File: config.mk
export PLATFORM = sky130hd
export DESIGN_NAME = calendar_clock_with_alarm_table_core
export DESIGN_NICKNAME = d
export VERILOG_FILES = /design/src/hw/rtl/ccat_pkg.sv /design/src/hw/rtl/ccat_ram.sv /design/src/hw/rtl/ccat_cal.sv /design/src/hw/rtl/ccat_tbl.sv /design/src/hw/rtl/calendar_clock_with_alarm_table_core.sv
export SDC_FILE = /design/constraint.sdc
export NUM_CORES = 2
export LEC_CHECK = 0
export ABC_AREA = 0
export BUFFER_PORTS_ARGS = -buffer_cell sky130_fd_sc_hd__buf_2
export CORE_MARGIN = 2
export CORE_UTILIZATION = 30
export CTS_BUF_LIST = sky130_fd_sc_hd__clkbuf_2 sky130_fd_sc_hd__clkbuf_4 sky130_fd_sc_hd__clkbuf_8
export CTS_CLUSTER_DIAMETER = 100
export DETAILED_ROUTE_END_ITERATION = 6
export PLACE_DENSITY = 0.52
export SLEW_MARGIN = 10
export SYNTH_ARGS = -nofsm -noshare
export SYNTH_HDL_FRONTEND = slang
export SYNTH_SLANG_ARGS = --single-unit
File: constraint.sdc
create_clock -name clk -period 16 [get_ports clk]
set_input_delay 0.8 -clock clk [delete_from_list [all_inputs] [get_ports clk]]
set_output_delay 0.8 -clock clk [all_outputs]
set_load 0.03 [all_outputs]
File: src/hw/rtl/ccat_pkg.sv
// shared types, codes and constants of the calendar clock with alarm table
package ccat_pkg;

  localparam int MAX_RESULTS = 16;
  localparam int NREP_W = $clog2(MAX_RESULTS + 1);

  localparam logic [1:0] REQ_TICK  = 2'd0;
  localparam logic [1:0] REQ_SET   = 2'd1;
  localparam logic [1:0] REQ_WRITE = 2'd2;
  localparam logic [1:0] REQ_CLEAR = 2'd3;

  localparam logic [1:0] STAT_NONE    = 2'd0;
  localparam logic [1:0] STAT_FIRED   = 2'd1;
  localparam logic [1:0] STAT_IGNORED = 2'd2;
  localparam logic [1:0] STAT_ACK     = 2'd3;

  localparam logic CFG_MIN_YEAR = 1'b0;
  localparam logic CFG_REFRACT  = 1'b1;

  localparam logic [11:0] MIN_YEAR_RESET = 12'd2020;
  localparam logic [5:0]  REFRACT_RESET  = 6'd60;
  localparam logic [5:0]  STEP_LIMIT     = 6'd60;

  localparam logic [11:0] YEAR_RESET    = 12'd2000;
  localparam logic [3:0]  MONTH_RESET   = 4'd1;
  localparam logic [4:0]  DAY_RESET     = 5'd1;
  localparam logic [2:0]  WEEKDAY_RESET = 3'd6;

  localparam logic [11:0] SEC_MAX   = 12'd59;
  localparam logic [11:0] MIN_MAX   = 12'd59;
  localparam logic [11:0] HOUR_MAX  = 12'd23;
  localparam logic [11:0] WDAY_MAX  = 12'd7;
  localparam logic [11:0] MONTH_MAX = 12'd12;
  localparam logic [11:0] YEAR_MAX  = 12'd4095;
  localparam logic [12:0] SEC_WRAP  = 13'd60;

  // year / 100 as (year * 5243) >> 19, exact below 4096
  localparam logic [12:0] CENT_RECIP = 13'd5243;
  localparam int          CENT_SHIFT = 19;
  localparam logic [11:0] CENT       = 12'd100;

  typedef struct packed {
    logic [11:0] year;
    logic [3:0]  month;
    logic [4:0]  day;
    logic [4:0]  hour;
    logic [5:0]  minute;
    logic [5:0]  second;
    logic [2:0]  weekday;
  } time_t;

  typedef struct packed {
    logic [11:0] year;
    logic [3:0]  month;
    logic [4:0]  day;
    logic [4:0]  hour;
    logic [5:0]  minute;
    logic [5:0]  second;
    logic [6:0]  week;
    logic        enable;
  } alarm_t;

  typedef struct packed {
    alarm_t     alarm;
    logic [5:0] count;
  } entry_t;

  typedef struct packed {
    logic [1:0] status;
    logic [3:0] slot;
    logic       last;
  } res_t;

  function automatic logic [4:0] month_len(input logic [3:0] month, input logic leap);
    logic [4:0] len;
    begin
      len = 5'd31;
      if (month == 4'd4 || month == 4'd6 || month == 4'd9 || month == 4'd11) begin
        len = 5'd30;
      end else if (month == 4'd2) begin
        len = leap ? 5'd29 : 5'd28;
      end
      return len;
    end
  endfunction

endpackage

File: src/hw/rtl/ccat_ram.sv
// generic single write port, single read port ram with registered read
module ccat_ram #(
  parameter int WIDTH = 52,
  parameter int DEPTH = 16
) (
  input  logic                                          clk,
  input  logic                                          wr_en,
  input  logic [((DEPTH > 1) ? $clog2(DEPTH) : 1)-1:0]  wr_addr,
  input  logic [WIDTH-1:0]                              wr_data,
  input  logic                                          rd_en,
  input  logic [((DEPTH > 1) ? $clog2(DEPTH) : 1)-1:0]  rd_addr,
  output logic [WIDTH-1:0]                              rd_data
);

  logic [WIDTH-1:0] mem [DEPTH];

  always_ff @(posedge clk) begin
    if (wr_en) begin
      mem[wr_addr] <= wr_data;
    end
    if (rd_en) begin
      rd_data <= mem[rd_addr];
    end
  end

endmodule

File: src/hw/rtl/ccat_cal.sv
// calendar time registers and the field by field carry sequencer
module ccat_cal (
  input  logic              clk,
  input  logic              rst,
  input  logic              set_en,
  input  ccat_pkg::time_t   set_time,
  input  logic              adv_start,
  input  logic [5:0]        step,
  output ccat_pkg::time_t   now,
  output logic              done
);

  typedef enum logic [3:0] {
    C_IDLE, C_MIN, C_HOUR, C_WDAY, C_LEAP, C_LEAP2, C_DAY, C_MON, C_YEAR
  } cstate_t;

  cstate_t     state;
  logic [5:0]  cent;
  logic        leap;

  logic [11:0] opnd;
  logic [11:0] lim;
  logic [11:0] wrap;
  logic [5:0]  addend;
  logic [12:0] sum;
  logic        carry;
  logic [12:0] res;
  logic [24:0] prod;
  logic [11:0] hund;
  logic [11:0] rem;

  // shared increment and limit compare
  always_comb begin
    opnd   = 12'(now.second);
    lim    = ccat_pkg::SEC_MAX;
    wrap   = '0;
    addend = 6'd1;
    unique case (state)
      C_IDLE: begin
        addend = step;
      end
      C_MIN: begin
        opnd = 12'(now.minute);
        lim  = ccat_pkg::MIN_MAX;
      end
      C_HOUR: begin
        opnd = 12'(now.hour);
        lim  = ccat_pkg::HOUR_MAX;
      end
      C_WDAY: begin
        opnd = 12'(now.weekday);
        lim  = ccat_pkg::WDAY_MAX;
        wrap = 12'd1;
      end
      C_DAY: begin
        opnd = 12'(now.day);
        lim  = 12'(ccat_pkg::month_len(now.month, leap));
        wrap = 12'd1;
      end
      C_MON: begin
        opnd = 12'(now.month);
        lim  = ccat_pkg::MONTH_MAX;
        wrap = 12'd1;
      end
      C_YEAR: begin
        opnd = now.year;
        lim  = ccat_pkg::YEAR_MAX;
      end
      default: begin
        opnd = 12'(now.second);
      end
    endcase
    sum   = 13'(opnd) + 13'(addend);
    carry = sum > 13'(lim);
    if (!carry) begin
      res = sum;
    end else if (state == C_IDLE) begin
      res = sum - ccat_pkg::SEC_WRAP;
    end else begin
      res = 13'(wrap);
    end
  end

  assign prod = 25'(now.year) * 25'(ccat_pkg::CENT_RECIP);
  assign hund = 12'(cent) * ccat_pkg::CENT;
  assign rem  = now.year - hund;

  always_ff @(posedge clk) begin
    if (rst) begin
      state       <= C_IDLE;
      done        <= 1'b0;
      leap        <= 1'b0;
      cent        <= '0;
      now.year    <= ccat_pkg::YEAR_RESET;
      now.month   <= ccat_pkg::MONTH_RESET;
      now.day     <= ccat_pkg::DAY_RESET;
      now.hour    <= '0;
      now.minute  <= '0;
      now.second  <= '0;
      now.weekday <= ccat_pkg::WEEKDAY_RESET;
    end else begin
      done <= 1'b0;
      unique case (state)
        C_IDLE: begin
          if (set_en) begin
            now <= set_time;
          end else if (adv_start) begin
            now.second <= res[5:0];
            if (carry) begin
              state <= C_MIN;
            end else begin
              done <= 1'b1;
            end
          end
        end
        C_MIN: begin
          now.minute <= res[5:0];
          if (carry) begin
            state <= C_HOUR;
          end else begin
            done  <= 1'b1;
            state <= C_IDLE;
          end
        end
        C_HOUR: begin
          now.hour <= res[4:0];
          if (carry) begin
            state <= C_WDAY;
          end else begin
            done  <= 1'b1;
            state <= C_IDLE;
          end
        end
        C_WDAY: begin
          now.weekday <= res[2:0];
          state       <= C_LEAP;
        end
        C_LEAP: begin
          cent  <= prod[ccat_pkg::CENT_SHIFT +: 6];
          state <= C_LEAP2;
        end
        C_LEAP2: begin
          leap  <= (now.year[1:0] == 2'd0 && rem != '0) || (rem == '0 && cent[1:0] == 2'd0);
          state <= C_DAY;
        end
        C_DAY: begin
          now.day <= res[4:0];
          if (carry) begin
            state <= C_MON;
          end else begin
            done  <= 1'b1;
            state <= C_IDLE;
          end
        end
        C_MON: begin
          now.month <= res[3:0];
          if (carry) begin
            state <= C_YEAR;
          end else begin
            done  <= 1'b1;
            state <= C_IDLE;
          end
        end
        C_YEAR: begin
          now.year <= res[11:0];
          done     <= 1'b1;
          state    <= C_IDLE;
        end
        default: begin
          state <= C_IDLE;
        end
      endcase
    end
  end

endmodule

File: src/hw/rtl/ccat_tbl.sv
// alarm slot table: slot writes, clear, and the one slot per cycle scan, which holds while a push is stalled
module ccat_tbl #(
  parameter int NUM_ALARMS = 16
) (
  input  logic              clk,
  input  logic              rst,
  input  logic              wr_en,
  input  logic [3:0]        wr_index,
  input  ccat_pkg::alarm_t  wr_alarm,
  input  logic              clr,
  input  logic              scan_start,
  input  ccat_pkg::time_t   now,
  input  logic [5:0]        refract_limit,
  output logic              push_valid,
  output ccat_pkg::res_t    push_res,
  input  logic              push_ready
);

  localparam int AW = (NUM_ALARMS > 1) ? $clog2(NUM_ALARMS) : 1;
  localparam int CW = $clog2(NUM_ALARMS + 1);
  localparam int EW = $bits(ccat_pkg::entry_t);

  typedef enum logic [1:0] {T_IDLE, T_EVAL, T_DONE} tstate_t;

  tstate_t                    state;
  logic [CW-1:0]              idx;
  logic                       pend_valid;
  logic [3:0]                 pend_slot;
  logic [ccat_pkg::NREP_W-1:0] nrep;
  logic [NUM_ALARMS-1:0]      valid;

  logic [EW-1:0]              rd_data;
  ccat_pkg::entry_t           entry;
  ccat_pkg::alarm_t           a;
  logic [CW-1:0]              idx_nxt;
  logic [CW+3:0]              idx_ext;
  logic [AW+3:0]              wr_ext;
  logic [AW-1:0]              wr_addr;
  logic                       wr_ok;
  logic                       last_idx;
  logic                       day_ok;
  logic [6:0]                 cnt_inc;
  logic [5:0]                 cnt_mid;
  logic [5:0]                 cnt_new;
  logic                       fire;
  logic                       fire_rep;
  logic                       need_push;
  logic                       stall;
  logic                       ram_wr_en;
  logic [AW-1:0]              ram_wr_addr;
  logic [EW-1:0]              ram_wr_data;
  logic                       ram_rd_en;
  logic [AW-1:0]              ram_rd_addr;

  assign wr_ext   = (AW + 4)'(wr_index);
  assign wr_addr  = wr_ext[AW-1:0];
  assign wr_ok    = 7'(wr_index) < 7'(NUM_ALARMS);
  assign idx_nxt  = idx + CW'(1);
  assign idx_ext  = (CW + 4)'(idx);
  assign last_idx = idx == CW'(NUM_ALARMS - 1);

  assign entry = valid[idx[AW-1:0]] ? ccat_pkg::entry_t'(rd_data) : '0;
  assign a     = entry.alarm;

  always_comb begin
    if (a.week != '0) begin
      day_ok = (now.weekday != '0) && a.week[3'(now.weekday - 3'd1)];
    end else begin
      day_ok = (a.year != '0) && a.year == now.year && a.month == now.month &&
               a.day == now.day;
    end
    cnt_inc = 7'(entry.count) + 7'd1;
    if (entry.count == '0 || cnt_inc > 7'(refract_limit)) begin
      cnt_mid = '0;
    end else begin
      cnt_mid = cnt_inc[5:0];
    end
    fire = a.enable && day_ok && a.hour == now.hour && a.minute == now.minute &&
           a.second == now.second && cnt_mid == '0;
    cnt_new   = fire ? 6'd1 : cnt_mid;
    fire_rep  = fire && (nrep < ccat_pkg::NREP_W'(ccat_pkg::MAX_RESULTS));
    need_push = (state == T_EVAL) && fire_rep && pend_valid;
    stall     = need_push && !push_ready;
  end

  always_comb begin
    push_valid = need_push || (state == T_DONE);
    if (state == T_DONE) begin
      push_res.status = pend_valid ? ccat_pkg::STAT_FIRED : ccat_pkg::STAT_NONE;
      push_res.slot   = pend_valid ? pend_slot : 4'd0;
      push_res.last   = 1'b1;
    end else begin
      push_res.status = ccat_pkg::STAT_FIRED;
      push_res.slot   = pend_slot;
      push_res.last   = 1'b0;
    end
  end

  always_comb begin
    if (state == T_EVAL) begin
      ram_wr_en   = a.enable;
      ram_wr_addr = idx[AW-1:0];
      ram_wr_data = {a, cnt_new};
      ram_rd_en   = !stall && !last_idx;
      ram_rd_addr = idx_nxt[AW-1:0];
    end else begin
      ram_wr_en   = (state == T_IDLE) && wr_en && wr_ok;
      ram_wr_addr = wr_addr;
      ram_wr_data = {wr_alarm, 6'd0};
      ram_rd_en   = (state == T_IDLE) && scan_start;
      ram_rd_addr = '0;
    end
  end

  ccat_ram #(
    .WIDTH (EW),
    .DEPTH (NUM_ALARMS)
  ) u_ram (
    .clk     (clk),
    .wr_en   (ram_wr_en),
    .wr_addr (ram_wr_addr),
    .wr_data (ram_wr_data),
    .rd_en   (ram_rd_en),
    .rd_addr (ram_rd_addr),
    .rd_data (rd_data)
  );

  always_ff @(posedge clk) begin
    if (rst) begin
      state      <= T_IDLE;
      idx        <= '0;
      pend_valid <= 1'b0;
      pend_slot  <= '0;
      nrep       <= '0;
      valid      <= '0;
    end else begin
      unique case (state)
        T_IDLE: begin
          if (clr) begin
            valid <= '0;
          end else if (wr_en && wr_ok) begin
            valid[wr_addr] <= 1'b1;
          end
          if (scan_start) begin
            idx        <= '0;
            pend_valid <= 1'b0;
            nrep       <= '0;
            state      <= T_EVAL;
          end
        end
        T_EVAL: begin
          if (!stall) begin
            if (fire_rep) begin
              pend_valid <= 1'b1;
              pend_slot  <= idx_ext[3:0];
              nrep       <= nrep + ccat_pkg::NREP_W'(1);
            end
            if (last_idx) begin
              state <= T_DONE;
            end else begin
              idx <= idx_nxt;
            end
          end
        end
        T_DONE: begin
          if (push_ready) begin
            state <= T_IDLE;
          end
        end
        default: begin
          state <= T_IDLE;
        end
      endcase
    end
  end

endmodule

File: src/hw/rtl/calendar_clock_with_alarm_table_core.sv
// top level: request decode, config registers and result output register
// a tick runs the carry sequencer, one year check and the slot scan, one slot a cycle while
// the output is not stalled; the scan is suppressed below the minimum year, and the next
// request is taken only once the last result is loaded; other requests give a single result
// reset loads 2000-01-01 00:00:00 weekday 6 and the config defaults, and empties the
// slot table at once through per-slot valid bits
module calendar_clock_with_alarm_table_core #(
  parameter int NUM_ALARMS = 16
) (
  input  logic        clk,
  input  logic        rst,
  input  logic        s_axis_tvalid,
  output logic        s_axis_tready,
  // step_seconds, slot_index, year, month, day, hour, minute, sec, week_value, enable
  input  logic [55:0] s_axis_tdata,
  // req_type
  input  logic [1:0]  s_axis_tuser,
  output logic        m_axis_tvalid,
  input  logic        m_axis_tready,
  // alarm_slot, zero fill
  output logic [7:0]  m_axis_tdata,
  // status
  output logic [1:0]  m_axis_tuser,
  output logic        m_axis_tlast,
  input  logic        cfg_valid,
  output logic        cfg_ready,
  input  logic        cfg_index,
  input  logic [11:0] cfg_data
);

  typedef enum logic [2:0] {S_IDLE, S_ADV, S_CHK, S_SCAN, S_RESP} state_t;

  state_t            state;
  logic [11:0]       min_year;
  logic [5:0]        refract;
  logic [1:0]        resp_status;
  logic [3:0]        m_slot;

  logic              accept;
  logic              out_free;
  logic              out_load;
  logic [1:0]        req_type;
  logic [5:0]        step_seconds;
  logic [3:0]        slot_index;
  ccat_pkg::time_t   set_time;
  ccat_pkg::alarm_t  wr_alarm;
  ccat_pkg::time_t   now;
  logic              cal_done;
  logic              push_valid;
  ccat_pkg::res_t    push_res;
  logic              year_ok;

  assign req_type     = s_axis_tuser;
  assign step_seconds = s_axis_tdata[5:0];
  assign slot_index   = s_axis_tdata[9:6];

  assign set_time.year    = s_axis_tdata[21:10];
  assign set_time.month   = s_axis_tdata[25:22];
  assign set_time.day     = s_axis_tdata[30:26];
  assign set_time.hour    = s_axis_tdata[35:31];
  assign set_time.minute  = s_axis_tdata[41:36];
  assign set_time.second  = s_axis_tdata[47:42];
  assign set_time.weekday = s_axis_tdata[50:48];

  assign wr_alarm.year   = s_axis_tdata[21:10];
  assign wr_alarm.month  = s_axis_tdata[25:22];
  assign wr_alarm.day    = s_axis_tdata[30:26];
  assign wr_alarm.hour   = s_axis_tdata[35:31];
  assign wr_alarm.minute = s_axis_tdata[41:36];
  assign wr_alarm.second = s_axis_tdata[47:42];
  assign wr_alarm.week   = s_axis_tdata[54:48];
  assign wr_alarm.enable = s_axis_tdata[55];

  assign s_axis_tready = state == S_IDLE;
  assign accept        = s_axis_tvalid && s_axis_tready;
  assign out_free      = !m_axis_tvalid || m_axis_tready;
  assign out_load      = out_free && ((state == S_SCAN && push_valid) || state == S_RESP);
  assign year_ok       = now.year >= min_year;
  assign cfg_ready     = 1'b1;
  assign m_axis_tdata  = {4'd0, m_slot};

  ccat_cal u_cal (
    .clk       (clk),
    .rst       (rst),
    .set_en    (accept && req_type == ccat_pkg::REQ_SET),
    .set_time  (set_time),
    .adv_start (accept && req_type == ccat_pkg::REQ_TICK &&
                step_seconds < ccat_pkg::STEP_LIMIT),
    .step      (step_seconds),
    .now       (now),
    .done      (cal_done)
  );

  ccat_tbl #(
    .NUM_ALARMS (NUM_ALARMS)
  ) u_tbl (
    .clk           (clk),
    .rst           (rst),
    .wr_en         (accept && req_type == ccat_pkg::REQ_WRITE),
    .wr_index      (slot_index),
    .wr_alarm      (wr_alarm),
    .clr           (accept && req_type == ccat_pkg::REQ_CLEAR),
    .scan_start    (state == S_CHK && year_ok),
    .now           (now),
    .refract_limit (refract),
    .push_valid    (push_valid),
    .push_res      (push_res),
    .push_ready    (state == S_SCAN && out_free)
  );

  always_ff @(posedge clk) begin
    if (rst) begin
      min_year <= ccat_pkg::MIN_YEAR_RESET;
      refract  <= ccat_pkg::REFRACT_RESET;
    end else if (cfg_valid) begin
      unique case (cfg_index)
        ccat_pkg::CFG_MIN_YEAR: min_year <= cfg_data;
        ccat_pkg::CFG_REFRACT:  refract  <= cfg_data[5:0];
        default: ;
      endcase
    end
  end

  always_ff @(posedge clk) begin
    if (rst) begin
      state         <= S_IDLE;
      resp_status   <= ccat_pkg::STAT_NONE;
      m_axis_tvalid <= 1'b0;
      m_axis_tuser  <= '0;
      m_axis_tlast  <= 1'b0;
      m_slot        <= '0;
    end else begin
      if (out_load) begin
        m_axis_tvalid <= 1'b1;
      end else if (m_axis_tready) begin
        m_axis_tvalid <= 1'b0;
      end
      unique case (state)
        S_IDLE: begin
          if (accept) begin
            if (req_type != ccat_pkg::REQ_TICK) begin
              resp_status <= ccat_pkg::STAT_ACK;
              state       <= S_RESP;
            end else if (step_seconds >= ccat_pkg::STEP_LIMIT) begin
              resp_status <= ccat_pkg::STAT_IGNORED;
              state       <= S_RESP;
            end else begin
              state <= S_ADV;
            end
          end
        end
        S_ADV: begin
          if (cal_done) begin
            state <= S_CHK;
          end
        end
        S_CHK: begin
          if (year_ok) begin
            state <= S_SCAN;
          end else begin
            resp_status <= ccat_pkg::STAT_NONE;
            state       <= S_RESP;
          end
        end
        S_SCAN: begin
          if (push_valid && out_free) begin
            m_axis_tuser  <= push_res.status;
            m_slot        <= push_res.slot;
            m_axis_tlast  <= push_res.last;
            if (push_res.last) begin
              state <= S_IDLE;
            end
          end
        end
        S_RESP: begin
          if (out_free) begin
            m_axis_tuser  <= resp_status;
            m_slot        <= '0;
            m_axis_tlast  <= 1'b1;
            state         <= S_IDLE;
          end
        end
        default: begin
          state <= S_IDLE;
        end
      endcase
    end
  end

endmodule
==> impl_summary.log <==
[metrics] status: finished, final reports clean
[metrics] horizontal die dimension: 397 um
[metrics] hold buffers post-CTS: 0
[metrics] sequential standard cell area: 28900 um2
[metrics] asr flop ratio synth: 0%
[metrics] final design area excluding fillers: 52700 um2
[metrics] ratio of cells with drive above 1 in the final layout: 12.2%
[metrics] net total in the final layout: 4240
[metrics] final hold viol count: 0
[metrics] Post-Synthesis Cells: 3848
[metrics] final global-route overflow total: 0
[metrics] TritonCTS buffer count: 172
[metrics] number of search-and-repair iterations in the first detailed-routing pass: 6
[metrics] critical path fanouts, max: 83
[metrics] endpoints failing setup: 0
[metrics] Die Outline Area: 157000 um2
[metrics] top library cells by usage in the layout, fill and taps aside: 884 x sky130_fd_sc_hd__edfxtp_1, 651 x sky130_fd_sc_hd__nand2_1, 281 x sky130_fd_sc_hd__a211oi_1, 226 x sky130_fd_sc_hd__nor2b_1, 203 x sky130_fd_sc_hd__a21oi_1
[metrics] crit start category: flop
[metrics] final HPWL from detailed placement: 81.4 mm
[metrics] relative contribution of combinational cells to total power: 9.7%
[metrics] Cell Count Post-Placement: 5831
[metrics] Warnings, synthesis: 0
[metrics] internal power: 4.37 mW
[metrics] worst slew pin tran: 1.16 ns
[metrics] floorplan core area: 154000 um2
[metrics] mean number of vias per cell: 5.15
[metrics] RSZ-0062 raised after global routing: no
[metrics] part of the total power dissipated in the clock network: 40.5%
[metrics] level count of the clock H-tree: 4
[metrics] # fillers: 15300
[metrics] worst skew pair latency: 0.88 ns
[metrics] EDFF count, synth: 884
[metrics] sum of negative setup slack: 0 ns
[metrics] Cell Pwr Density: 110 nW/um2
[metrics] most common library cell in the layout ignoring fill and taps: sky130_fd_sc_hd__edfxtp_1
[metrics] post-layout instance count excluding filler cells: 6135
[metrics] remaining antenna violation count after routing: 0
[metrics] number of antenna violations at the first check in global routing: 6
[metrics] Mean Syn Cell Area: 12.0 um2
[metrics] final critical-path required period: 7.14 ns
[metrics] share of the cycle needed by the critical path after routing: 44.6%
[metrics] switching power share of the total: 24.7%
[metrics] total of buffers placed on input and output ports: 84
[metrics] IR drop worst, VDD: 0.0000832 V
[metrics] clock tree from TritonCTS: yes
[metrics] total placed instance area: 49300 um2
[metrics] PostCTS Resize Cnt: 0
[metrics] Critical Setup Path Class: flop to flop
[metrics] area of the multi-input gates: 16100 um2
[metrics] number of pins with negative max-slew slack in the final report: 0
[metrics] Worst Setup End Kind: flop
[metrics] height of the die: 397 um
[metrics] post-CTS setup buffer count: 0
[metrics] routability congestion estimate from global placement: 0.902
[metrics] area growth from synthesis to final layout: 13.9%
[metrics] Post-Synthesis Cell Area: 46300 um2
[metrics] max capacitance violation total: 0
[metrics] first-pass GRT wire length: 205 mm
[metrics] dominant synthesized flop cell: sky130_fd_sc_hd__edfxtp_1
[metrics] Clock Path Buffers: 3
[metrics] number of sinks driven by the clock tree: 1001
[metrics] fmax: 140 MHz
[metrics] total length of routed wires: 140 mm
[metrics] worst-case clock skew: 0.0460 ns
[metrics] WP data arrival: 7.61 ns
[metrics] worst hold-check slack: 0.135 ns
[metrics] Final Total Pwr: 5.80 mW
[metrics] number of DRC violations after detailed-routing iteration 0: 2921
[metrics] final routed DRC violation total: 0
[metrics] maximum number of pins on one net before global-route repair: 175
[metrics] P_sw: 1.43 mW
[metrics] per-cell routed wire length: 22.8 um
[metrics] via count of the first global-routing pass: 30400
[metrics] total of flip-flops plus latches after synthesis: 1001
[metrics] data required time at the worst endpoint: 16.47 ns
[metrics] Slew HR: 21.8%
[metrics] number of primary I/O pins: 90
[metrics] post-synthesis cell type count: 83
[metrics] clock-pin slew on the worst setup and hold paths: 0.07 ns
[metrics] share of power burned in registers: 49.8%
[metrics] class of the worst hold path: primary input to flop
[metrics] routed vias: 31600
[metrics] LEAKAGE: 18.2 nW
[metrics] Initial Utilization: 30.1%
[metrics] clock root buffer: sky130_fd_sc_hd__clkbuf_8
[metrics] share of synthesized area occupied by flip-flops and latches: 62.5%
[metrics] Placement Rows: 144
[metrics] Overall Global Routing Usage: 17.5%
## worst paths after layout
path                 from                     end  slack [ns]  cells after the start
max          u_tbl.idx[0]  u_tbl.u_ram.rd_data[3]        8.86                     20
min           cfg_data[9]             min_year[9]        0.14                      3
max reg2reg  u_tbl.idx[0]  u_tbl.u_ram.rd_data[3]        8.86                     20
min reg2reg     m_slot[3]               m_slot[3]        0.46                      2
## Yosys cell counts, drive strengths merged (10+ instances only)
library cell	count	area share, %
nand2	654	5.3
nor3	30	0.32
nor2	139	1.1
inv	138	1.1
or3	10	0.14
clkbuf	218	1.8
a21o	22	0.36
mux2i	25	0.54
and3	12	0.16
fa	48	2.1
dfxtp	117	5.1
nor4	21	0.32
o21ai	91	0.98
nand2b	20	0.27
a2111oi	14	0.36
nor2b	228	3.1
a22oi	11	0.18
a311oi	113	2.1
ha	155	4.2
buf	30	0.34
a21oi	204	2.2
a211oi	281	4.6
xnor2	32	0.61
nand4	14	0.19
and2	14	0.19
nand3	49	0.53
edfxtp	884	57
a31oi	128	1.7
o211ai	15	0.25
xor2	23	0.44
## logic make-up (layout without fill, tap and decap cells)
group / Yosys count / in the layout / share of synthesized area [%]
buffers and inverters: 387 / 626 / 3.24
other: 2 / 6 / 0.0162
AOI/OAI and AO/OA: 948 / 948 / 14.1
and+or+nand+nor: 1223 / 1223 / 12.2
xor gates and xnor gates: 55 / 55 / 1.04
adders and majority gates: 203 / 203 / 6.27
DFF: 1001 / 1001 / 62.5
muxes: 29 / 29 / 0.663
## final cells by class
class	count	share of cell area (%)
sequential	1001	54.8
multi-input combinational	2463	30.5
clock buffer	234	5.44
tap	2044	4.85
timing repair buffer	184	2.29
clock inverter	69	1.04
inverter	139	0.990
antenna	1	0.00475
## registers in the layout, summed over array words and instances, names as in the netlist, 2 cells and up
| register | count |
|---|---|
| u_tbl.idx | 5 |
| m_axis_tuser | 2 |
| u_tbl.state | 2 |
| state | 3 |
| u_cal.cent | 6 |
| u_tbl.valid | 16 |
| u_tbl.u_ram.mem | 832 |
| min_year | 12 |
| m_slot | 4 |
| refract | 6 |
| u_tbl.pend_slot | 4 |
| resp_status | 2 |
| u_cal.state | 4 |
| u_cal.now | 41 |
| u_tbl.nrep | 5 |
| u_tbl.u_ram.rd_data | 52 |
## per-stage QoR
step	setup slack (ns)	util (%)
4_1_cts	8.95	34.3
3_5_place_dp	9.00	32.1
3_3_place_gp	9.12	32.1
5_1_grt	8.42	34.3
2_1_floorplan	10.49	-
6_report	8.86	34.3
## worst max-delay path, stage by stage (launching register included)
cell	delay, ns
sky130_fd_sc_hd__dfxtp_4	0.75
sky130_fd_sc_hd__buf_4	0.83
sky130_fd_sc_hd__nor2b_1	0.14
sky130_fd_sc_hd__a22o_1	0.36
sky130_fd_sc_hd__or3_1	0.54
sky130_fd_sc_hd__nand2_4	0.18
sky130_fd_sc_hd__and2_1	0.20
sky130_fd_sc_hd__ha_1	0.26
sky130_fd_sc_hd__nand3_1	0.12
sky130_fd_sc_hd__xor2_1	0.22
sky130_fd_sc_hd__nor2_1	0.07
sky130_fd_sc_hd__ha_1	0.34
sky130_fd_sc_hd__a211o_1	0.28
sky130_fd_sc_hd__a31o_2	0.21
sky130_fd_sc_hd__a22oi_1	0.32
sky130_fd_sc_hd__nand4_1	0.19
sky130_fd_sc_hd__and4bb_2	0.38
sky130_fd_sc_hd__o2111ai_2	0.16
sky130_fd_sc_hd__a21boi_4	0.13
sky130_fd_sc_hd__inv_2	0.16
sky130_fd_sc_hd__buf_4	0.68
## power groups by stage
stage / combinational [mW] / sequential, mW / clock, mW
global placement: 0.556 / 2.94 / 0
finish: 0.564 / 2.89 / 2.35
global route: 0.641 / 2.89 / 2.51
CTS: 0.566 / 2.89 / 2.40
floorplan: 0.379 / 2.93 / 0
detailed placement: 0.560 / 2.94 / 0
## routing by layer
metal,GRT usage [%],up-vias,routed length (um)
li1,-,14600,-
met1,24.4,15800,63800
met2,27.5,1009,63900
met3,3.10,209,8170
met4,5.85,8,3850
met5,0,-,62
Note: power is estimated with default switching activity, not from simulation.
